==> src/fprb_pkg.sv <==
// Shared types, constants and helpers for the feathered raw pixel blend.
`default_nettype none
package fprb_pkg;

    // Window clamp and fixed-point constants
    localparam logic [13:0] MAX_DIM    = 14'd8192;
    localparam logic [17:0] UNITY      = 18'h10000;

    // Queue between front and back
    localparam int FIFO_DEPTH = 4;
    localparam int PTR_W      = $clog2(FIFO_DEPTH);
    localparam int CNT_W      = PTR_W + 1;

    // Ramp divider: 17 quotient bits, one per stage
    localparam int DIV_STEPS  = 17;

    // Register indexes
    typedef enum logic [7:0] {
        REG_USABLE_WIDTH    = 8'd0,
        REG_USABLE_HEIGHT   = 8'd1,
        REG_FEATHER_LEFT    = 8'd2,
        REG_FEATHER_RIGHT   = 8'd3,
        REG_FEATHER_BOTTOM  = 8'd4,
        REG_FEATHER_TOP     = 8'd5,
        REG_BLACK_OFFSET    = 8'd6,
        REG_GAIN            = 8'd7
    } reg_index_t;

    // Classified item handed from front to back
    typedef struct packed {
        logic        command;
        logic        in_window;
        logic [15:0] s;
        logic [31:0] canvas;
        logic [13:0] hn;
        logic [13:0] hd;
        logic [13:0] vn;
        logic [13:0] vd;
    } item_t;

    // Partial state of one restoring division
    typedef struct packed {
        logic [14:0] r;
        logic [13:0] d;
        logic [16:0] q;
    } div_t;

    // Payload of one divider stage
    typedef struct packed {
        logic        command;
        logic        in_window;
        logic        sat;
        logic [31:0] scaled;
        logic [31:0] canvas;
        div_t        h;
        div_t        v;
    } dstage_t;

    // One quotient bit of (n * 2^16) / d
    function automatic div_t div_step(input div_t x);
        div_t        y;
        logic        ge;
        logic [14:0] diff;
        logic [14:0] nr;
        ge   = x.r >= {1'b0, x.d};
        diff = x.r - {1'b0, x.d};
        nr   = ge ? diff : x.r;
        y.r  = {nr[13:0], 1'b0};
        y.d  = x.d;
        y.q  = {x.q[15:0], ge};
        return y;
    endfunction

endpackage
`default_nettype wire

==> src/fprb_fifo.sv <==
// Short queue of classified items between front and back.
`default_nettype none
module fprb_fifo (
    input  wire logic            aclk,
    input  wire logic            aresetn,
    input  wire logic            push,
    input  wire fprb_pkg::item_t wr_item,
    output logic                 full,
    input  wire logic            pop,
    output logic                 not_empty,
    output fprb_pkg::item_t      rd_item
);
    import fprb_pkg::*;

    item_t             mem [FIFO_DEPTH];
    logic [PTR_W-1:0]  wr_ptr_reg, rd_ptr_reg;
    logic [CNT_W-1:0]  cnt_reg;
    logic              do_push, do_pop;

    assign full      = (cnt_reg == CNT_W'(FIFO_DEPTH));
    assign not_empty = (cnt_reg != '0);
    assign do_push   = push && !full;
    assign do_pop    = pop && not_empty;
    assign rd_item   = mem[rd_ptr_reg];

    // Storage
    always_ff @(posedge aclk) begin
        if (do_push) begin
            mem[wr_ptr_reg] <= wr_item;
        end
    end

    // Pointers and fill count
    always_ff @(posedge aclk) begin
        if (!aresetn) begin
            wr_ptr_reg <= '0;
            rd_ptr_reg <= '0;
            cnt_reg    <= '0;
        end else begin
            if (do_push) wr_ptr_reg <= wr_ptr_reg + 1'b1;
            if (do_pop)  rd_ptr_reg <= rd_ptr_reg + 1'b1;
            if (do_push && !do_pop)      cnt_reg <= cnt_reg + 1'b1;
            else if (do_pop && !do_push) cnt_reg <= cnt_reg - 1'b1;
        end
    end

`ifndef NO_ASSERTIONS
    a_cnt_bound: assert property (@(posedge aclk) disable iff (!aresetn)
        cnt_reg <= CNT_W'(FIFO_DEPTH)) else $error("queue count overflow");
    a_cnt_up: assert property (@(posedge aclk) disable iff (!aresetn)
        do_push && !do_pop |=> cnt_reg == $past(cnt_reg) + 1'b1)
        else $error("queue count missed a push");
    a_cnt_down: assert property (@(posedge aclk) disable iff (!aresetn)
        do_pop && !do_push |=> cnt_reg == $past(cnt_reg) - 1'b1)
        else $error("queue count missed a pop");
`endif

endmodule
`default_nettype wire

==> config.mk <==
export PLATFORM = sky130hd
export DESIGN_NAME = fprb_fifo
export DESIGN_NICKNAME = d
export VERILOG_FILES = /design/src/fprb_pkg.sv /design/src/fprb_fifo.sv
export SDC_FILE = /design/constraint.sdc
export NUM_CORES = 1
export LEC_CHECK = 0
export ABC_AREA = 1
export ABC_CLOCK_PERIOD_IN_PS = 5990
export BUFFER_PORTS_ARGS = -buffer_cell sky130_fd_sc_hd__buf_2
export CAP_MARGIN = 0
export CORE_ASPECT_RATIO = 1.25
export CORE_MARGIN = 1
export CORE_UTILIZATION = 45
export CTS_CLUSTER_DIAMETER = 30
export CTS_CLUSTER_SIZE = 12
export DETAILED_ROUTE_END_ITERATION = 10
export GPL_TIMING_DRIVEN = 0
export PLACE_DENSITY = 0.67
export SYNTH_ARGS = -nofsm -noshare
export SYNTH_HDL_FRONTEND = slang
export SYNTH_SLANG_ARGS = --single-unit
==> constraint.sdc <==
create_clock -name aclk -period 5.99 [get_ports aclk]
set_input_delay 0.8985 -clock aclk [delete_from_list [all_inputs] [get_ports aclk]]
set_output_delay 0.8985 -clock aclk [all_outputs]
set_load 0.01 [all_outputs]
==> results of run 1 <==
[layer usage]
| layer | track usage [%] | wire [um] | vias to the layer above |
|---|---|---|---|
| met5 | 0 | 37 | - |
| met4 | 9.35 | 1090 | 6 |
| met3 | 4.81 | 2590 | 75 |
| met2 | 35.3 | 19500 | 345 |
| met1 | 26.3 | 15200 | 5043 |
| li1 | - | - | 4768 |
[area by class of cell]
cell class	count	area [um^2]	share of cell area, %
Antenna cell	1	2.50	0.0120
Buffer	68	433	2.08
Clock buffer	79	1870	9.00
Clock inverter	54	692	3.33
Inverter	17	66.3	0.319
Multi-Input combinational cell	575	2800	13.5
Sequential cell	433	12900	62.1
Tap cell	474	593	2.85
Timing Repair Buffer	233	1410	6.80
[worst min-delay path, stage by stage, from the launching register on]
cell and delay [ps]:
dfxtp_1 320, nand2_1 90, a21oi_1 60
[stage by stage]
| stage | hold WS, ps | utilization (%) | setup slack [ps] | power (mW) |
|---|---|---|---|---|
| floorplan | 465 | - | -1.27 | 5.06 |
| global placement | 485 | 50.5 | -3790 | 5.99 |
| detailed placement | 505 | 51.5 | 3060 | 6.01 |
| CTS | 505 | 58.8 | 2430 | 10.3 |
| global route | 524 | 58.8 | 2420 | 10.6 |
| finish | 518 | 58.8 | 2500 | 10.2 |
[power groups by stage]
stage / logic [mW] / clock network [mW] / registers [mW]
global route: 2.37 / 4.48 / 3.79
CTS: 2.20 / 4.33 / 3.77
global placement: 2.07 / 0 / 3.92
finish: 2.16 / 4.27 / 3.77
detailed placement: 2.19 / 0 / 3.82
floorplan: 1.20 / 0 / 3.85
[layout by cell type, fill, tap and decap left out]
cell        count
edfxtp_1      424
buf_2         231
nor2_1        222
o21ai_0       132
o22ai_1       106
o21ai_1        81
clkbuf_16      74
clkbuf_1       28
nand2_1        15
inv_1          15
buf_6          15
buf_12         15
bufinv_16      13
buf_4          11
clkinvlp_4     11
dfxtp_1         9
clkinv_2        9
clkinv_1        8
clkbuf_2        5
ha_1            5
inv_6           5
clkinv_4        5
nor2_4          4
nand3_1         4
a21oi_1         3
inv_16          2
diode_2         1
inv_4           1
inv_2           1
xor2_1          1
nand3b_1        1
fa_1            1
clkinv_8        1
buf_16          1
[kinds of logic after synthesis]
family	after synthesis
buf+inv	85
fa+ha+maj	6
xor+xnor	1
flops	433
compound gates	322
simple gates	246
[path summary, 6_finish.rpt]
check                              from                         end  slack, ps
max                            register                 rd_item[88]       2500
min          rd_ptr_reg[0]$_SDFFE_PN0P_  rd_ptr_reg[0]$_SDFFE_PN0P_        520
max reg2reg     cnt_reg[0]$_SDFFE_PN0P_        mem[0][65]$_DFFE_PP_       3480
min reg2reg  rd_ptr_reg[0]$_SDFFE_PN0P_  rd_ptr_reg[0]$_SDFFE_PN0P_        520
==> flow_metrics.env, run 1 <==
export IMPL_path_buf_inv=4
export IMPL_synth_seq_cells=433
export IMPL_finalHoldViolCount=0
export IMPL_synth_area_per_cell_um2=14.8
export IMPL_io_pins=218
export IMPL_hold_depth=2
export IMPL_yosys_most_used_dff="edfxtp_1"
export IMPL_endpoint_kind="output port"
export IMPL_async_flop_share_pct=0
export IMPL_cts_resized=0
export IMPL_yosysMostFrequentCell="edfxtp_1"
export IMPL_stdcell_count=1934
export IMPL_period_needed_ps=3490
export IMPL_p_leak_nw=7.47
export IMPL_post_synth_mux_area_share_pct=0
export IMPL_design_area_um2=20800
export IMPL_post_cts_buffers=0
export IMPL_port_buffer_count=217
export IMPL_period_share_pct=58.3
export IMPL_yosys_top_cells_count="edfxtp_1, nor2_1, o21ai_0, o22ai_1, o21ai_1"
export IMPL_rr_worst_depth=6
export IMPL_cts_tree="done"
export IMPL_root_buffer="clkbuf_16"
export IMPL_synthCells=1093
export IMPL_cp_depth=6
export IMPL_hp_class="register to register"
export IMPL_ys_top_cells_by_area="edfxtp_1, nor2_1, o22ai_1"
export IMPL_synth_top_family_by_area="compound AO/OA/AOI/OAI gates"
export IMPL_drc=0
export IMPL_post_place_cells=1800
export IMPL_grt_pass1_wl_um=58300
export IMPL_yosys_area_share_simple_pct=5.76
export IMPL_fmax_ghz=0.286
export IMPL_status="finished clean"
export IMPL_grt_use_total_pct=21.2
export IMPL_cts_hold_buf=0
export IMPL_critical_path_max_fanout=10
export IMPL_skew_ps=14.8
export IMPL_pwr_share_clk_pct=41.9
export IMPL_cts_made_buffers=72
export IMPL_slew_headroom_pct=38.3
export IMPL_synth_edff_count=424
export IMPL_switching_power_mw=2.93
export IMPL_seqPwrFrac_pct=36.9
export IMPL_setup_violations=0
export IMPL_crit_chain="inv_2 > buf_6 > clkbuf_1 > o21ai_1 > o22ai_1 > buf_2"
export IMPL_via_count=10237
export IMPL_worstSetupStartpointType="register"
export IMPL_peakVddDrop_mv=0.313
export IMPL_cp_arrival_ps=2600
export IMPL_die_w_um=172
export IMPL_synth_fa_ha_area_share_pct=0.510
export IMPL_drt_first_iter_violations=698
export IMPL_wl_per_cell_um=19.9
export IMPL_drv_slew=0
export IMPL_yosysWarnings=0
export IMPL_synthesis_area_um2=16200
export IMPL_syn_num_nets=1209
export IMPL_powerDensity_nw_per_um2=491
export IMPL_clock_sinks=433
export IMPL_overflow=0
export IMPL_h_tree_depth=3
export IMPL_place_gp_congestion=0.735
export IMPL_worstPathRequired_ps=5090
export IMPL_wirelength_um=38400
export IMPL_largest_reg_flops=424
export IMPL_dieHeight_um=214
export IMPL_cts_path_max_buffers=3
export IMPL_dieArea_um2=36700
export IMPL_worst_slew_pin_slew_ps=924
export IMPL_path_delay_family="buffers and inverters"
export IMPL_grt_pass1_vias=10534
export IMPL_p_int_mw=7.27
export IMPL_dr_pass1_iters=5
export IMPL_synth_compound_area_share_pct=10.8
export IMPL_synth_cell_types=21
export IMPL_initial_core_util_pct=45.8
export IMPL_clk_latency_ps=580
export IMPL_yosysTopAreaCell="edfxtp_1"
export IMPL_grt_max_degree=30
export IMPL_max_stage_delay_ps=470
export IMPL_crit_path_top_delay_cell="dfxtp_1"
export IMPL_postRouteAntennaNets=0
export IMPL_tns_ps=0
export IMPL_clk_pin_slew_worst_paths_ps=50
export IMPL_cap_violations=0
export IMPL_fin_nets=1516
export IMPL_p_sw_share_pct=28.7
export IMPL_fillers=2728
export IMPL_synth_xor_area_share_pct=0.0541
export IMPL_post_dp_cell_area_um2=18200
export IMPL_core_area_um2=35400
export IMPL_path_class="register to output port"
export IMPL_avgViaCountPerCell=5.29
export IMPL_rsz0062_at_grt="false"
export IMPL_syn2layout_area_growth_pct=28.4
export IMPL_combPwrFrac_pct=21.2
export IMPL_antenna_found_initial=4
export IMPL_core_rowCount=77
export IMPL_hpwl_um=23800
export IMPL_yosysSeqAreaShare_pct=79.8
export IMPL_synth_top_cell_area_share_pct=78.7
export IMPL_drive_above_1_share_pct=27.7
Power figures use the tool's default switching activity.
==> run 2: changes to the inputs <==
--- a/config.mk
+++ b/config.mk
@@ -6,7 +6,7 @@
 export NUM_CORES = 1
 export LEC_CHECK = 0
 export ABC_AREA = 1
-export ABC_CLOCK_PERIOD_IN_PS = 5990
+export ABC_CLOCK_PERIOD_IN_PS = 3200
 export BUFFER_PORTS_ARGS = -buffer_cell sky130_fd_sc_hd__buf_2
 export CAP_MARGIN = 0
 export CORE_ASPECT_RATIO = 1.25
==> constraint.sdc (replaced) <==
create_clock -name aclk -period 3.2 [get_ports aclk]
set_input_delay 0.48 -clock aclk [delete_from_list [all_inputs] [get_ports aclk]]
set_output_delay 0.48 -clock aclk [all_outputs]
set_load 0.01 [all_outputs]
==> flow_metrics.env, run 2 (synthesized netlist as in run 1, its figures left out) <==
export IMPL_grt_pass1_wl_um=57900
export IMPL_period_needed_ps=2890
export IMPL_powerDensity_nw_per_um2=898
export IMPL_path_class="register to output port"
export IMPL_hpwl_um=23800
export IMPL_postRouteAntennaNets=0
export IMPL_h_tree_depth=3
export IMPL_cts_made_buffers=67
export IMPL_fin_util_pct=58.2
export IMPL_slew_headroom_pct=47.1
export IMPL_port_buffer_count=217
export IMPL_initial_core_util_pct=45.8
export IMPL_core_rowCount=77
export IMPL_avgViaCountPerCell=5.32
export IMPL_final_cell_mix="edfxtp_1, buf_2, nor2_1, o21ai_0, o22ai_1"
export IMPL_clk_pin_slew_worst_paths_ps=50
export IMPL_place_ws_ps=767
export IMPL_fillers=2735
export IMPL_cts_path_max_buffers=3
export IMPL_tns_ps=0
export IMPL_wl_per_cell_um=20.0
export IMPL_drc=0
export IMPL_endpoint_kind="output port"
export IMPL_cts_resized=0
export IMPL_setup_violations=0
export IMPL_cts_hold_buf=0
export IMPL_hp_class="primary input to register"
export IMPL_cts_tree="done"
export IMPL_worstSetupStartpointType="register"
export IMPL_stdcell_count=1929
export IMPL_worstPathRequired_ps=2720
export IMPL_grt_use_total_pct=21.0
export IMPL_grt_pass1_vias=10339
export IMPL_drt_first_iter_violations=746
export IMPL_drv_slew=0
export IMPL_dr_pass1_iters=6
export IMPL_design_area_um2=20600
export IMPL_fmax_ghz=0.346
export IMPL_post_place_cells=1801
export IMPL_cp_arrival_ps=2410
export IMPL_antenna_found_initial=8
export IMPL_worst_slew_pin_slew_ps=792
export IMPL_mostFrequentLayoutCell="edfxtp_1"
export IMPL_clk_latency_ps=570
export IMPL_via_count=10267
export IMPL_io_pins=218
export IMPL_hp_start="wr_item[102]"
export IMPL_post_dp_cell_area_um2=18300
export IMPL_skew_ps=22.4
export IMPL_fin_nets=1512
export IMPL_core_area_um2=35400
export IMPL_finalHoldViolCount=0
export IMPL_post_cts_buffers=0
export IMPL_p_leak_nw=7.39
export IMPL_status="finished clean"
export IMPL_total_power_mw=18.5
export IMPL_root_buffer="clkbuf_16"
export IMPL_clock_sinks=433
export IMPL_drive_above_1_share_pct=27.1
export IMPL_peakVddDrop_mv=0.540
export IMPL_largest_reg_flops=424
export IMPL_worstReg2RegStart="cnt_reg[1]$_SDFFE_PN0P_"
export IMPL_syn2layout_area_growth_pct=27.3
export IMPL_cap_violations=0
export IMPL_dieHeight_um=214
export IMPL_overflow=0
export IMPL_wirelength_um=38500
export IMPL_layout_setup_ws_ps=312
export IMPL_rsz0062_at_grt="false"
export IMPL_critical_path_max_fanout=10
export IMPL_dieArea_um2=36700
export IMPL_place_gp_congestion=0.766
export IMPL_holdWs_ps=126
export IMPL_period_share_pct=90.2
export IMPL_die_w_um=172
export IMPL_grt_max_degree=29
[run 2: changes by cell type in the layout (fill, tap and decap cells not counted), moves of 2 or more]
cell | before | now
inv_6 | 5 | 9
diode_2 | 1 | 5
buf_12 | 15 | 13
bufinv_16 | 13 | 10
clkinv_4 | 5 | 7
buf_16 | 1 | 4
clkinv_2 | 9 | 7
clkinvlp_4 | 11 | 4
clkbuf_1 | 28 | 31
clkbuf_16 | 74 | 69
[run 2: area by class of cell]
class                           count  area (um^2)  area share (%)
Clock inverter                     46          563            2.73
Tap cell                          474          593            2.88
Inverter                           17         66.3           0.322
Buffer                             68          433            2.10
Timing Repair Buffer              234         1460            7.07
Sequential cell                   433        12900            62.7
Multi-Input combinational cell    575         2800            13.6
Antenna cell                        5         12.5          0.0608
Clock buffer                       77         1760            8.53
[run 2: routing by layer]
metal  part of all wire (%)  wire length [um]  up-vias  track usage [%]
met5                   0.15                57        -                0
met4                    2.3               881        8             7.62
met3                    6.7              2600       79             5.38
met2                     50             19400      336             34.7
met1                     40             15600     5074             26.6
li1                       -                 -     4770                -
[run 2: critical path, cell delays in order, from the launching register on]
cell and delay (ps):
dfxtp_1 470, inv_2 270, buf_6 190, clkbuf_1 410, o21ai_1 140, o22ai_1 200
buf_2 170
[run 2: final timing paths]
check             slack (ps)                    endpoint  depth (start not counted)
setup / recovery         310                 rd_item[72]                          6
hold / removal           130       mem[3][102]$_DFFE_PP_                          1
setup reg to reg         790       mem[3][104]$_DFFE_PP_                          6
hold reg to reg          500  rd_ptr_reg[1]$_SDFFE_PN0P_                          2
[run 2: report_power, final]
| group | internal, mW | total (mW) | switching [mW] |
|---|---|---|---|
| Sequential | 6.89 | 7.04 | 0.152 |
| Combinational | 1.41 | 4.07 | 2.66 |
| Clock | 4.80 | 7.37 | 2.57 |
