===== src/fprb_pkg.sv =====
// Shared types, constants and helpers for the feathered raw pixel blend.
`default_nettype none
package fprb_pkg;

    // Window clamp and fixed-point constants
    localparam logic [13:0] MAX_DIM    = 14'd8192;
    localparam logic [17:0] UNITY      = 18'h10000;

    // Queue between front and back
    localparam int FIFO_DEPTH = 4;
    localparam int PTR_W      = $clog2(FIFO_DEPTH);
    localparam int CNT_W      = PTR_W + 1;

    // Ramp divider: 17 quotient bits, one per stage
    localparam int DIV_STEPS  = 17;

    // Register indexes
    typedef enum logic [7:0] {
        REG_USABLE_WIDTH    = 8'd0,
        REG_USABLE_HEIGHT   = 8'd1,
        REG_FEATHER_LEFT    = 8'd2,
        REG_FEATHER_RIGHT   = 8'd3,
        REG_FEATHER_BOTTOM  = 8'd4,
        REG_FEATHER_TOP     = 8'd5,
        REG_BLACK_OFFSET    = 8'd6,
        REG_GAIN            = 8'd7
    } reg_index_t;

    // Classified item handed from front to back
    typedef struct packed {
        logic        command;
        logic        in_window;
        logic [15:0] s;
        logic [31:0] canvas;
        logic [13:0] hn;
        logic [13:0] hd;
        logic [13:0] vn;
        logic [13:0] vd;
    } item_t;

    // Partial state of one restoring division
    typedef struct packed {
        logic [14:0] r;
        logic [13:0] d;
        logic [16:0] q;
    } div_t;

    // Payload of one divider stage
    typedef struct packed {
        logic        command;
        logic        in_window;
        logic        sat;
        logic [31:0] scaled;
        logic [31:0] canvas;
        div_t        h;
        div_t        v;
    } dstage_t;

    // One quotient bit of (n * 2^16) / d
    function automatic div_t div_step(input div_t x);
        div_t        y;
        logic        ge;
        logic [14:0] diff;
        logic [14:0] nr;
        ge   = x.r >= {1'b0, x.d};
        diff = x.r - {1'b0, x.d};
        nr   = ge ? diff : x.r;
        y.r  = {nr[13:0], 1'b0};
        y.d  = x.d;
        y.q  = {x.q[15:0], ge};
        return y;
    endfunction

endpackage
`default_nettype wire


===== src/fprb_front.sv =====
// Front part: configuration registers, window test and ramp operand selection.
`default_nettype none
module fprb_front (
    input  wire logic                 aclk,
    input  wire logic                 aresetn,
    input  wire logic                 cfg_valid,
    output logic                      cfg_ready,
    input  wire logic [7:0]           cfg_index,
    input  wire logic [31:0]          cfg_data,
    input  wire logic                 command,
    input  wire logic [12:0]          col,
    input  wire logic [12:0]          row,
    input  wire logic [15:0]          sample,
    input  wire logic [31:0]          canvas_in,
    output fprb_pkg::item_t           item,
    output logic [31:0]               gain
);
    import fprb_pkg::*;

    logic [13:0] uw_reg, uh_reg, fl_reg, fr_reg, fb_reg, ft_reg;
    logic [15:0] black_reg;
    logic [31:0] gain_reg;
    logic [13:0] w, h, col_x, row_x, wdist, hdist;

    assign cfg_ready = 1'b1;
    assign gain      = gain_reg;

    // Register writes
    always_ff @(posedge aclk) begin
        if (!aresetn) begin
            uw_reg    <= MAX_DIM;
            uh_reg    <= MAX_DIM;
            fl_reg    <= '0;
            fr_reg    <= '0;
            fb_reg    <= '0;
            ft_reg    <= '0;
            black_reg <= '0;
            gain_reg  <= 32'd4194304;
        end else if (cfg_valid) begin
            case (cfg_index)
                REG_USABLE_WIDTH:   uw_reg    <= cfg_data[13:0];
                REG_USABLE_HEIGHT:  uh_reg    <= cfg_data[13:0];
                REG_FEATHER_LEFT:   fl_reg    <= cfg_data[13:0];
                REG_FEATHER_RIGHT:  fr_reg    <= cfg_data[13:0];
                REG_FEATHER_BOTTOM: fb_reg    <= cfg_data[13:0];
                REG_FEATHER_TOP:    ft_reg    <= cfg_data[13:0];
                REG_BLACK_OFFSET:   black_reg <= cfg_data[15:0];
                REG_GAIN:           gain_reg  <= cfg_data;
                default: ;
            endcase
        end
    end

    // Classify: window test, black level, ramp numerator and divisor
    always_comb begin
        w     = (uw_reg > MAX_DIM) ? MAX_DIM : uw_reg;
        h     = (uh_reg > MAX_DIM) ? MAX_DIM : uh_reg;
        col_x = {1'b0, col};
        row_x = {1'b0, row};
        wdist = w - col_x;
        hdist = h - row_x;

        item.command   = command;
        item.canvas    = canvas_in;
        item.in_window = (col_x < w) && (row_x < h);
        item.s         = (sample > black_reg) ? sample - black_reg : 16'd0;

        // left ramp wins over right; no ramp divides 1 by 1 for unity
        if (fl_reg != '0 && col_x < fl_reg) begin
            item.hn = col_x;
            item.hd = fl_reg;
        end else if (fr_reg != '0 && wdist <= fr_reg) begin
            item.hn = wdist;
            item.hd = fr_reg;
        end else begin
            item.hn = 14'd1;
            item.hd = 14'd1;
        end

        if (fb_reg != '0 && row_x < fb_reg) begin
            item.vn = row_x;
            item.vd = fb_reg;
        end else if (ft_reg != '0 && hdist <= ft_reg) begin
            item.vn = hdist;
            item.vd = ft_reg;
        end else begin
            item.vn = 14'd1;
            item.vd = 14'd1;
        end
    end

endmodule
`default_nettype wire


===== config.mk =====
export PLATFORM = sky130hd
export DESIGN_NAME = fprb_front
export DESIGN_NICKNAME = d
export VERILOG_FILES = /design/src/fprb_pkg.sv /design/src/fprb_front.sv
export SDC_FILE = /design/constraint.sdc
export NUM_CORES = 1
export LEC_CHECK = 0
export BUFFER_PORTS_ARGS = -buffer_cell sky130_fd_sc_hd__buf_2
export CORE_ASPECT_RATIO = 1.1
export CORE_MARGIN = 3
export CORE_UTILIZATION = 49
export CTS_CLUSTER_SIZE = 25
export DETAILED_ROUTE_END_ITERATION = 16
export HOLD_SLACK_MARGIN = 0.08
export PLACE_DENSITY = 0.85
export SETUP_SLACK_MARGIN = 0.1
export SKIP_CTS_REPAIR_TIMING = 1
export SLEW_MARGIN = 15
export SYNTH_ARGS = -nofsm -noshare
export SYNTH_HDL_FRONTEND = slang
export SYNTH_SLANG_ARGS = --single-unit

===== constraint.sdc =====
create_clock -name aclk -period 5.51 [get_ports aclk]
set_input_delay 0.8265 -clock aclk [delete_from_list [all_inputs] [get_ports aclk]]
set_output_delay 0.8265 -clock aclk [all_outputs]
set_load 0.005 [all_outputs]

==> results by group, run 1 <==
Critical path
  – Req. time, crit path: between 4 and 5 ns
  – Reg2Reg Capture Point: fb_reg[13]$_SDFFE_PN0P_
  – Critical R2R Launch: fb_reg[13]$_SDFFE_PN0P_
  – CP Max Fanout: 6
  – R2R setup slack: roughly 4.6 ns
  – Slowest-stage cell, CP: or4b_4
  – Crit. End Element: output pin
  – CP arrival: ~4.6 ns
  – Crit path cell chain: nor4_2, a41oi_2, nor2b_4, ha_4, a21o_1, a21oi_2, and3_4, nor4b_4, or4b_4, ha_4, nand4_1, nor2_1, o31a_1, o31a_1, nor3_4, buf_12, clkbuf_16, a22o_1, buf_2
  – Critical Path Sink: item[1]
  – R2R depth: 2
  – Kind of critical path: reg -> out
  – Critical Path Max Stage Delay: between 0.5 and 0.6 ns
  – Crit path from: uh_reg[12]$_SDFFE_PN0P_
  – Setup crit start kind: flip-flop

Timing
  – RSZ-0062 raised after global routing: yes
  – Setup violators final: 0
  – Post-route clock period utilization: 0.977
  – Final Hold Viols: 0
  – Max-slew violations: 0
  – Fin crit period: 5.39 ns
  – Fin worst setup slack: 0.125 ns
  – Worst slew pin tran: approximately 1.2 ns
  – TNS Setup: 0 ns
  – Max Freq: approximately 190 MHz
  – Clock skew: 0 ns
  – Slew headroom: 0.215

Place
  – Final GP Congestion: roughly 0.95
  – DP Wirelength: 23,200 microns
  – Placed cells: 1,590
  – Port buffer count: around 190
  – Worst slack, placed: between 0.2 and 0.3 ns

Synthesis
  – Avg Synthesized Cell Area: between 8 and 9 sq um
  – Register area share after synthesis: 0.261
  – Post-synth top cells: dfxtp_1 (132), nor2b_1 (121), nand2_1 (114), inv_1 (113), ha_1 (98)
  – Gate Count Post-Synth: ~1,200
  – Synthesized cell area: just over 10,000 sq um
  – Adder-cell share of the synthesized area: 0.127
  – Area share of the leading cell type in the synthesized netlist: 0.261
  – Number of synthesized flops with an enable pin: 0
  – Xor-xnor portion of the synthesized cell area: 0.0208
  – Synthesized Nets: ~1,500
  – YS warnings: 0
  – Largest family of logic cells by synthesized area: simple AND/OR/NAND/NOR gates
  – Area contributors post-synth: dfxtp_1 (26%), ha_1 (12%), mux2i_1 (8.9%)
  – Synth Area in Compound Gates: 0.185
  – Ys flop type: dfxtp_1
  – Post-synth ARST share: 0
  – Synth area leader: dfxtp_1
  – Cell with the most instances after synthesis: dfxtp_1
  – Mux share of post-synthesis cell area: 0.0901
  – Netlist cell types: 68
  – Fraction of the mapped netlist area in simple logic gates: 0.217
  – Flops & latches, synth: between 100 and 150

CTS
  – H-tree depth: 4
  – Cts bufs inserted: 17
  – CTS tree: yes
  – CTS Buffer Depth: 2
  – Clock Latency Late Sink: just over 0.4 ns
  – Clk sinks: about 130
  – Clk pin slew, worst setup/hold paths: roughly 0.060 ns
  – CTS root buf: clkbuf_16

Detailed routing
  – Via density: around 6
  – DRT Wirelength: around 31,000 microns
  – DRT iter0 DRCs: roughly 730
  – Via count: around 9,600
  – Number of nets with antenna violations after routing: 0
  – Drt pass-1 iters: 8
  – Wire per inst: about 19 microns
  – Residual DRC: 0

Die
  – Rows: 54
  – Die area: ~22,000 sq um
  – Initial Util: 0.504
  – Ports: approximately 260
  – Die H: between 150 and 200 microns
  – Core box area: 20,100 sq um
  – Die X-Extent: 143 microns

Layout
  – Non-filler cells, final: between 1,500 and 2,000
  – ANT cells: 0
  – Multi-input gate area: 6750 sq um
  – Synth-to-Final Area Change: 19.4%
  – Max reg flops: 32
  – Number of fill cells: 1,719
  – Final net count: around 1,600
  – Layout cells sized above 1: 0.222
  – Reg area: around 2700 sq um

Global routing
  – Total track usage: 0.262
  – Number of global-route vias before repair: 8,905
  – First-pass GRT wire length: about 47,000 microns
  – Initial antenna violation count: 0
  – Largest net degree at the start of global routing: 133
  – Gr ovfl total: 0

Run status
  – Status: complete, no violations

Power
  – Comb pwr share: 0.128
  – Sw Share: 0.237
  – Static leakage: ~5.3 nW
  – PD cells: 207 nW/um^2
  – Switching Power: around 0.00059 W
  – Clock power frac: 0.490
  – Int Power: between 0.0015 and 0.002 W
  – Peak VDD IR: approximately 220 uV
  – Reg power frac: 0.382

Worst hold path
  – Hold path start: gain[16]$_SDFFE_PN0P_
  – HP Class: reg -> reg

Job
  – MaxCap Viol Count: 0
[worst max-delay path: cells and delay by family (launching register included)]
kind	cells	cell delay (ns)
and+or+nand+nor	8	1.68
AOI/OAI and AO/OA	6	1.17
adders and majority gates	2	0.53
buffers and inverters	3	0.44
DFF	1	0.34
[power by group through the flow]
stage	combinational [W]	sequential, W	clock [W]
4_1_cts	0.000304	0.000957	0.00124
6_report	0.000322	0.000956	0.00123
3_3_place_gp	0.000300	0.000978	0
5_1_grt	0.000350	0.000956	0.00128
2_1_floorplan	0.000208	0.000977	0
3_5_place_dp	0.000302	0.000978	0
[per-layer routing]
layer	GRT usage	vias up	wire length, microns
li1	-	4566	-
met1	0.337	4436	13000
met2	0.423	474	14300
met3	0.0477	132	2570
met4	0.129	0	1530
met5	0	-	0
[stage by stage]
stage | util | cell area (sq um) | hold WS, ns | power, W
floorplan | - | 10100 | 0.451 | 0.00119
CTS | 0.575 | 11500 | 0.468 | 0.00250
global route | 0.602 | 12100 | 0.488 | 0.00259
global placement | 0.543 | 10900 | 0.437 | 0.00128
finish | 0.602 | 12100 | 0.466 | 0.00250
detailed placement | 0.543 | 10900 | 0.460 | 0.00128
[how the worst min path moves through the flow]
| stage | to | slack [ns] | cells past startpoint |
|---|---|---|---|
| global route | gain[16]$_SDFFE_PN0P_ | 0.49 | 2 |
| finish | gain[16]$_SDFFE_PN0P_ | 0.47 | 2 |
| global placement | gain[13]$_SDFFE_PN0P_ | 0.44 | 2 |
| detailed placement | gain[0]$_SDFFE_PN0P_ | 0.46 | 2 |
| floorplan | gain[13]$_SDFFE_PN0P_ | 0.45 | 2 |
| CTS | gain[13]$_SDFFE_PN0P_ | 0.47 | 2 |
[layout by cell type, fill, tap and decap left out, types with 6 or more instances in the layout]
master,instances
nor2_1,56
mux2i_1,89
ha_1,94
dfxtp_1,127
buf_2,189
a21oi_1,43
nand4_1,19
nor3_1,14
xnor2_1,13
a22o_1,42
nor4_1,15
clkbuf_16,21
inv_1,113
nor2b_1,117
nand2b_1,8
a21boi_0,47
o21a_1,9
o31ai_1,6
o211ai_1,7
buf_4,20
xor2_1,10
a21oi_2,6
nand2_1,113
a21o_1,22
o21ai_0,27
a211oi_1,9
nand3_1,31
[final cells by class]
class / count / share of cell area
Multi-Input combinational cell: 895 / 0.559
Sequential cell: 132 / 0.220
Timing Repair Buffer: 219 / 0.107
Clock buffer: 22 / 0.0384
Inverter: 113 / 0.0351
Tap cell: 252 / 0.0261
Clock inverter: 9 / 0.0146
[cell families (layout without fill, tap and decap cells)]
family                     count (synthesis)  after routing
AOI/OAI and AO/OA                        261            261
xor gates and xnor gates                  24             24
adders and majority gates                101            101
buffers and inverters                    214            363
DFF                                      132            132
muxes                                     91             91
other                                      1              1
and+or+nand+nor                          417            417
Note: power is estimated with default switching activity, not from simulation.
==> run 2: changes to the inputs <==
==> constraint.sdc (replaced) <==
create_clock -name aclk -period 6.2 [get_ports aclk]
set_input_delay 0.93 -clock aclk [delete_from_list [all_inputs] [get_ports aclk]]
set_output_delay 0.93 -clock aclk [all_outputs]
set_load 0.005 [all_outputs]
==> run 2 against run 1 <==
  * Largest cell class unchanged
  * Cell area decreased by 4.1%
  * Routed wire length is 0.57% lower
  * Critical endpoint is now item[53]
  * Worst setup slack gained 0.14 ns
  * Power decreased by 10%
==> results by group, run 2 (same netlist as run 1, synthesis figures left out) <==
Run status
  – Status: complete, no violations

Layout
  – Final net count: 1,577 (-1.3%)
  – Reg area: 2640 sq um (-0.38%)
  – Most common cell after layout, fill and taps aside: buf_2
  – ANT cells: 0 (unchanged)
  – Layout cells sized above 1: 0.183 (-0.0391)
  – Max reg flops: 32 (unchanged)
  – Fin util: 0.578 (-0.0248)
  – Number of fill cells: 1,755 (+2.1%)
  – Multi-input gate area: 6510 sq um (-3.6%)
  – Design Area, Final: 11,600 sq um (-4.1%)
  – Synth-to-Final Area Change: 14.5%
  – Commonest non-fill, non-tap cells in the layout: buf_2 (189), dfxtp_1 (131), nor2b_1 (121)

Die
  – Core box area: 20,100 sq um (unchanged)
  – Die area: 22,400 sq um (unchanged)
  – Ports: 257 (unchanged)
  – Die X-Extent: 143 microns (unchanged)
  – Die H: 157 microns (unchanged)
  – Initial Util: 0.504 (unchanged)
  – Rows: 54 (unchanged)

CTS
  – Clk sinks: 132 (unchanged)
  – H-tree depth: 4 (unchanged)
  – Clk pin slew, worst setup/hold paths: 0.06 ns (about the same)
  – Clock Latency Late Sink: 0.41 ns (about the same)
  – CTS Buffer Depth: 2 (unchanged)
  – Cts bufs inserted: 17 (unchanged)
  – CTS root buf: clkbuf_16
  – CTS tree: yes

Timing
  – Max Freq: approximately 170 MHz
  – RSZ-0062 raised after global routing: no
  – Max-slew violations: 0 (unchanged)
  – WHS: 0.465 ns (-0.00146 ns)
  – Fin crit period: slightly below 6 ns
  – Clock skew: 0 ns (unchanged)
  – Final Hold Viols: 0 (unchanged)
  – Setup violators final: 0 (unchanged)
  – Post-route clock period utilization: 0.957
  – TNS Setup: 0 ns (unchanged)
  – Slew headroom: 0.316 (+0.101)
  – Worst slew pin tran: 1.03 ns (-0.147 ns)

Global routing
  – Total track usage: 0.273 (+0.0108)
  – Gr ovfl total: 0 (unchanged)
  – First-pass GRT wire length: 48,800 microns (+3.9%)
  – Initial antenna violation count: 0 (unchanged)
  – Largest net degree at the start of global routing: 133 (unchanged)
  – Number of global-route vias before repair: 9,267 (+4.1%)

Worst hold path
  – Min-Delay Endpoint: gain[29]$_SDFFE_PN0P_
  – Hold path start: gain[29]$_SDFFE_PN0P_
  – Cells on Worst Hold Path: 2 (unchanged)
  – HP Class: reg -> reg

Job
  – MaxCap Viol Count: 0 (unchanged)

Critical path
  – Setup crit start kind: flip-flop
  – Critical R2R Launch: fb_reg[13]$_SDFFE_PN0P_
  – Req. time, crit path: 5.27 ns (+0.59 ns)
  – CP arrival: 5.00 ns (+0.44 ns)
  – Kind of critical path: reg -> out
  – R2R depth: 2 (unchanged)
  – Reg2Reg Capture Point: fb_reg[13]$_SDFFE_PN0P_
  – R2R setup slack: 5.30 ns (+0.68 ns)
  – Crit. End Element: output pin
  – Crit path from: uw_reg[6]$_SDFFE_PN0P_
  – CP Max Fanout: 18 (+12)

Place
  – DP Wirelength: 23,400 microns (+0.66%)
  – Final GP Congestion: 0.977 (+2.4%)
  – Port buffer count: 189 (unchanged)
  – Post-Place Cell Area: 10,900 sq um (-0.25%)

Detailed routing
  – Drt pass-1 iters: 7 (-1)
  – DRT Wirelength: 31,200 microns (-0.57%)
  – Residual DRC: 0 (unchanged)
  – DRT iter0 DRCs: 676 (-7.3%)
  – Wire per inst: 19.2 microns (+0.66%)
  – Number of nets with antenna violations after routing: 0 (unchanged)
  – Via count: 9,387 (-2.3%)
  – Via density: 5.79 (-1.1%)

Power
  – Peak VDD IR: 167 uV (-25%)
  – Static leakage: 5.15 nW (-3.6%)
  – PD cells: 194 nW/um^2 (-6.3%)
==> run 2: metrics by stage <==
stage,std cells,worst slack [ns],power [W]
after floorplan,1241,1.37,0.00105
after global placement,1588,0.718,0.00113
after detailed placement,1588,0.614,0.00114
after CTS,1619,0.210,0.00225
after global routing,1622,0.117,0.00232
final,1622,0.268,0.00225
==> run 2: how the worst max path moves through the flow <==
stage,end,slack [ns],depth (start not counted)
after floorplan,item[32],1.37,15
after global placement,item[53],0.72,17
after detailed placement,item[15],0.61,16
after CTS,item[15],0.21,17
after global routing,item[45],0.12,18
final,item[53],0.27,18
==> run 2: layout make-up <==
type,count,area share
multi-input cells,896,0.562
flip-flops and latches,132,0.228
repair buffers,198,0.0889
clock buffers,20,0.0403
inverters,113,0.0366
well taps,252,0.0272
clock inverters,11,0.0172
==> run 2: power by group <==
group          switching (W)  internal (W)
sequential        0.00000111      0.000849
clock               0.000377      0.000746
combinational       0.000166      0.000112
total               0.000543       0.00171
==> run 2: worst max-delay path, stage by stage, from the launching register on <==
cell and delay, ns:
dfxtp_1 0.32, nor4_1 0.32, a41oi_1 0.19, nor2b_1 0.31
ha_1 0.34, a21o_1 0.20, a21oi_1 0.22, a21boi_1 0.14
or4b_2 0.62, nand3_1 0.19, ha_1 0.29, a21o_1 0.19
nand3_1 0.08, a21oi_1 0.08, o31a_1 0.40, nor3_4 0.15
buf_4 0.25, a22o_1 0.18, buf_2 0.12
==> run 2: per-layer routing <==
| metal | part of all wire | global-route usage | routed length (microns) | vias to the layer above |
|---|---|---|---|---|
| met5 | 0 | 0 | 0 | - |
| met4 | 0.047 | 0.133 | 1470 | 0 |
| met3 | 0.072 | 0.0455 | 2250 | 113 |
| met2 | 0.46 | 0.457 | 14400 | 417 |
| met1 | 0.42 | 0.340 | 13000 | 4339 |
| li1 | - | - | - | 4518 |
==> run 3: changes to the inputs <==
--- a/config.mk
+++ b/config.mk
@@ -12,6 +12,7 @@
 export CTS_CLUSTER_SIZE = 25
 export DETAILED_ROUTE_END_ITERATION = 16
 export HOLD_SLACK_MARGIN = 0.08
+export MAX_ROUTING_LAYER = met4
 export PLACE_DENSITY = 0.85
 export SETUP_SLACK_MARGIN = 0.1
 export SKIP_CTS_REPAIR_TIMING = 1
==> run 3 against run 2 <==
  * Register-to-register slack worse by 0.03 ns
  * Worst setup slack better by 0.074 ns
  * Via count is 0.50% higher
  * Clock-buffer cell count stayed put
  * Sequential power hardly changed
  * Core utilization is 0.49 points lower
  * Die area stayed put
  * Critical endpoint is now item[38]
  * Largest cell class unchanged
==> results by group, run 3 (same netlist as run 1, synthesis figures left out) <==
Run status
  – Status: complete, no violations

Timing
  – Fin crit period: 5.86 ns (-0.0741 ns)
  – Setup violators final: 0 (unchanged)
  – Max-slew violations: 0 (unchanged)
  – Clock skew: 0 ns (unchanged)
  – Max Freq: 171 MHz (+1.3%)
  – Post-route clock period utilization: 0.945 (-0.0119)
  – Fin worst setup slack: 0.342 ns (+0.0741 ns)
  – Slew headroom: 0.214 (-0.102)
  – Worst slew pin tran: 1.18 ns (+0.149 ns)
  – RSZ-0062 raised after global routing: no
  – TNS Setup: 0 ns (unchanged)
  – Final Hold Viols: 0 (unchanged)

CTS
  – CTS Buffer Depth: 2 (unchanged)
  – CTS tree: yes
  – Cts bufs inserted: 17 (unchanged)
  – Clk sinks: 132 (unchanged)
  – Clock Latency Late Sink: 0.41 ns (about the same)
  – Clk pin slew, worst setup/hold paths: 0.05 ns (about the same)
  – CTS root buf: clkbuf_16
  – H-tree depth: 4 (unchanged)

Global routing
  – Initial antenna violation count: 0 (unchanged)
  – Number of global-route vias before repair: 9,052 (-2.3%)
  – First-pass GRT wire length: 47,400 microns (-3.0%)
  – Total track usage: 0.275 (+0.00153)
  – Gr ovfl total: 0 (unchanged)
  – Largest net degree at the start of global routing: 133 (unchanged)

Die
  – Initial Util: 0.504 (unchanged)
  – Rows: 54 (unchanged)
  – Ports: 257 (unchanged)
  – Die X-Extent: 143 microns (unchanged)
  – Die H: 157 microns (unchanged)
  – Die area: 22,400 sq um (unchanged)
  – Core box area: 20,100 sq um (unchanged)

Critical path
  – Crit path from: uw_reg[6]$_SDFFE_PN0P_
  – Slowest-stage cell, CP: or4b_2
  – Crit path cell chain: nor4_1, a41oi_1, nor2b_2, ha_1, a21o_1, a21oi_1, a21boi_1, or4b_2, nand3_1, ha_1, a21o_1, nand3_1, a21oi_1, o31a_1, nor3_4, buf_4, buf_6, a22o_1, buf_2
  – Critical Path Max Stage Delay: 0.62 ns (about the same)
  – CP top delay family: simple AND/OR/NAND/NOR gates
  – CP Max Fanout: 11 (-7)
  – Crit. End Element: output pin
  – Critical R2R Launch: fb_reg[13]$_SDFFE_PN0P_
  – Req. time, crit path: 5.27 ns (about the same)
  – Crit path buf inv count: 3 (+1)
  – Kind of critical path: reg -> out
  – R2R depth: 2 (unchanged)
  – Setup crit start kind: flip-flop
  – CP arrival: 4.93 ns (-0.07 ns)
  – Worst path depth: 19 (+1)

Worst hold path
  – Hold path start: gain[13]$_SDFFE_PN0P_
  – HP Class: reg -> reg
  – Cells on Worst Hold Path: 2 (unchanged)

Detailed routing
  – Residual DRC: 0 (unchanged)
  – DRT Wirelength: 30,800 microns (-1.3%)
  – DRT iter0 DRCs: 712 (+5.3%)
  – Wire per inst: 18.9 microns (-1.6%)
  – Via count: 9,434 (+0.50%)
  – Drt pass-1 iters: 5 (-2)
  – Via density: 5.80 (+0.19%)
  – Number of nets with antenna violations after routing: 0 (unchanged)

Layout
  – Synth-to-Final Area Change: 13.5%
  – Commonest non-fill, non-tap cells in the layout: buf_2 (189), dfxtp_1 (131), nor2b_1 (120)
  – ANT cells: 0 (unchanged)
  – Fin util: 0.573 (-0.00492)
  – Most common cell after layout, fill and taps aside: buf_2
  – Design Area, Final: 11,500 sq um (-0.85%)
  – Non-filler cells, final: 1,627 (+0.31%)
  – Max reg flops: 32 (unchanged)
  – Layout cells sized above 1: 0.185 (+0.00224)
  – Final net count: 1,583 (+0.38%)

Place
  – Final GP Congestion: 1.01 (+2.9%)
  – Port buffer count: 189 (unchanged)
  – Post-Place Cell Area: 10,900 sq um (about the same)
  – DP Wirelength: 23,400 microns (about the same)
  – Worst slack, placed: 0.586 ns (-0.0277 ns)
  – Placed cells: 1,589 (+0.063%)

Job
  – MaxCap Viol Count: 0 (unchanged)

Power
  – Static leakage: 5.13 nW (-0.39%)
  – PD cells: 177 nW/um^2 (-8.7%)
  – Peak VDD IR: 218 uV (+30%)
run 3: cell types whose count changed in the layout (fill, tap and decap cells not counted):
cell	delta
buf_12	-1
buf_4	+7
bufinv_16	-4
clkbuf_1	+2
clkbuf_8	-2
clkinv_2	+6
clkinv_4	-1
clkinvlp_4	-2
nor2b_1	-1
nor2b_2	+1
run 3: layout make-up:
type	count	area, sq um
Clock inverter	10	85.1
Tap cell	252	315
Clock buffer	20	447
Fill cell	1790	8580
Inverter	113	424
Multi-Input combinational cell	896	6510
Sequential cell	132	2640
Timing Repair Buffer	204	1060
run 3: worst paths after layout:
kind,endpoint,slack [ns]
hold reg to reg,gain[13]$_SDFFE_PN0P_,0.46
hold / removal,gain[13]$_SDFFE_PN0P_,0.46
setup / recovery,item[38],0.34
setup reg to reg,fb_reg[13]$_SDFFE_PN0P_,5.27
run 3: layer usage:
layer,global-route usage,up-vias,routed length [microns],part of all wire
met4,0.139,0,1470,0.048
met2,0.440,420,14300,0.47
met3,0.0437,106,2140,0.070
met1,0.333,4380,12800,0.42
met5,-,-,0,0
li1,-,4528,-,-
run 3: worst min-delay path: stages (launching register included):
cell,delay (ns)
dfxtp_1,0.31
nand2_1,0.05
a21boi_1,0.05
run 3: stage by stage:
step	hold WS, ns	power (W)
floorplan	0.451	0.00105
global placement	0.441	0.00114
detailed placement	0.455	0.00114
CTS	0.462	0.00204
global route	0.487	0.00211
finish	0.461	0.00204
run 3: power by group:
part	internal, W	switching (W)	leakage, nW
clock network	0.000553	0.000358	0.265
registers	0.000850	0.00000110	1.06
logic	0.000112	0.000164	3.80
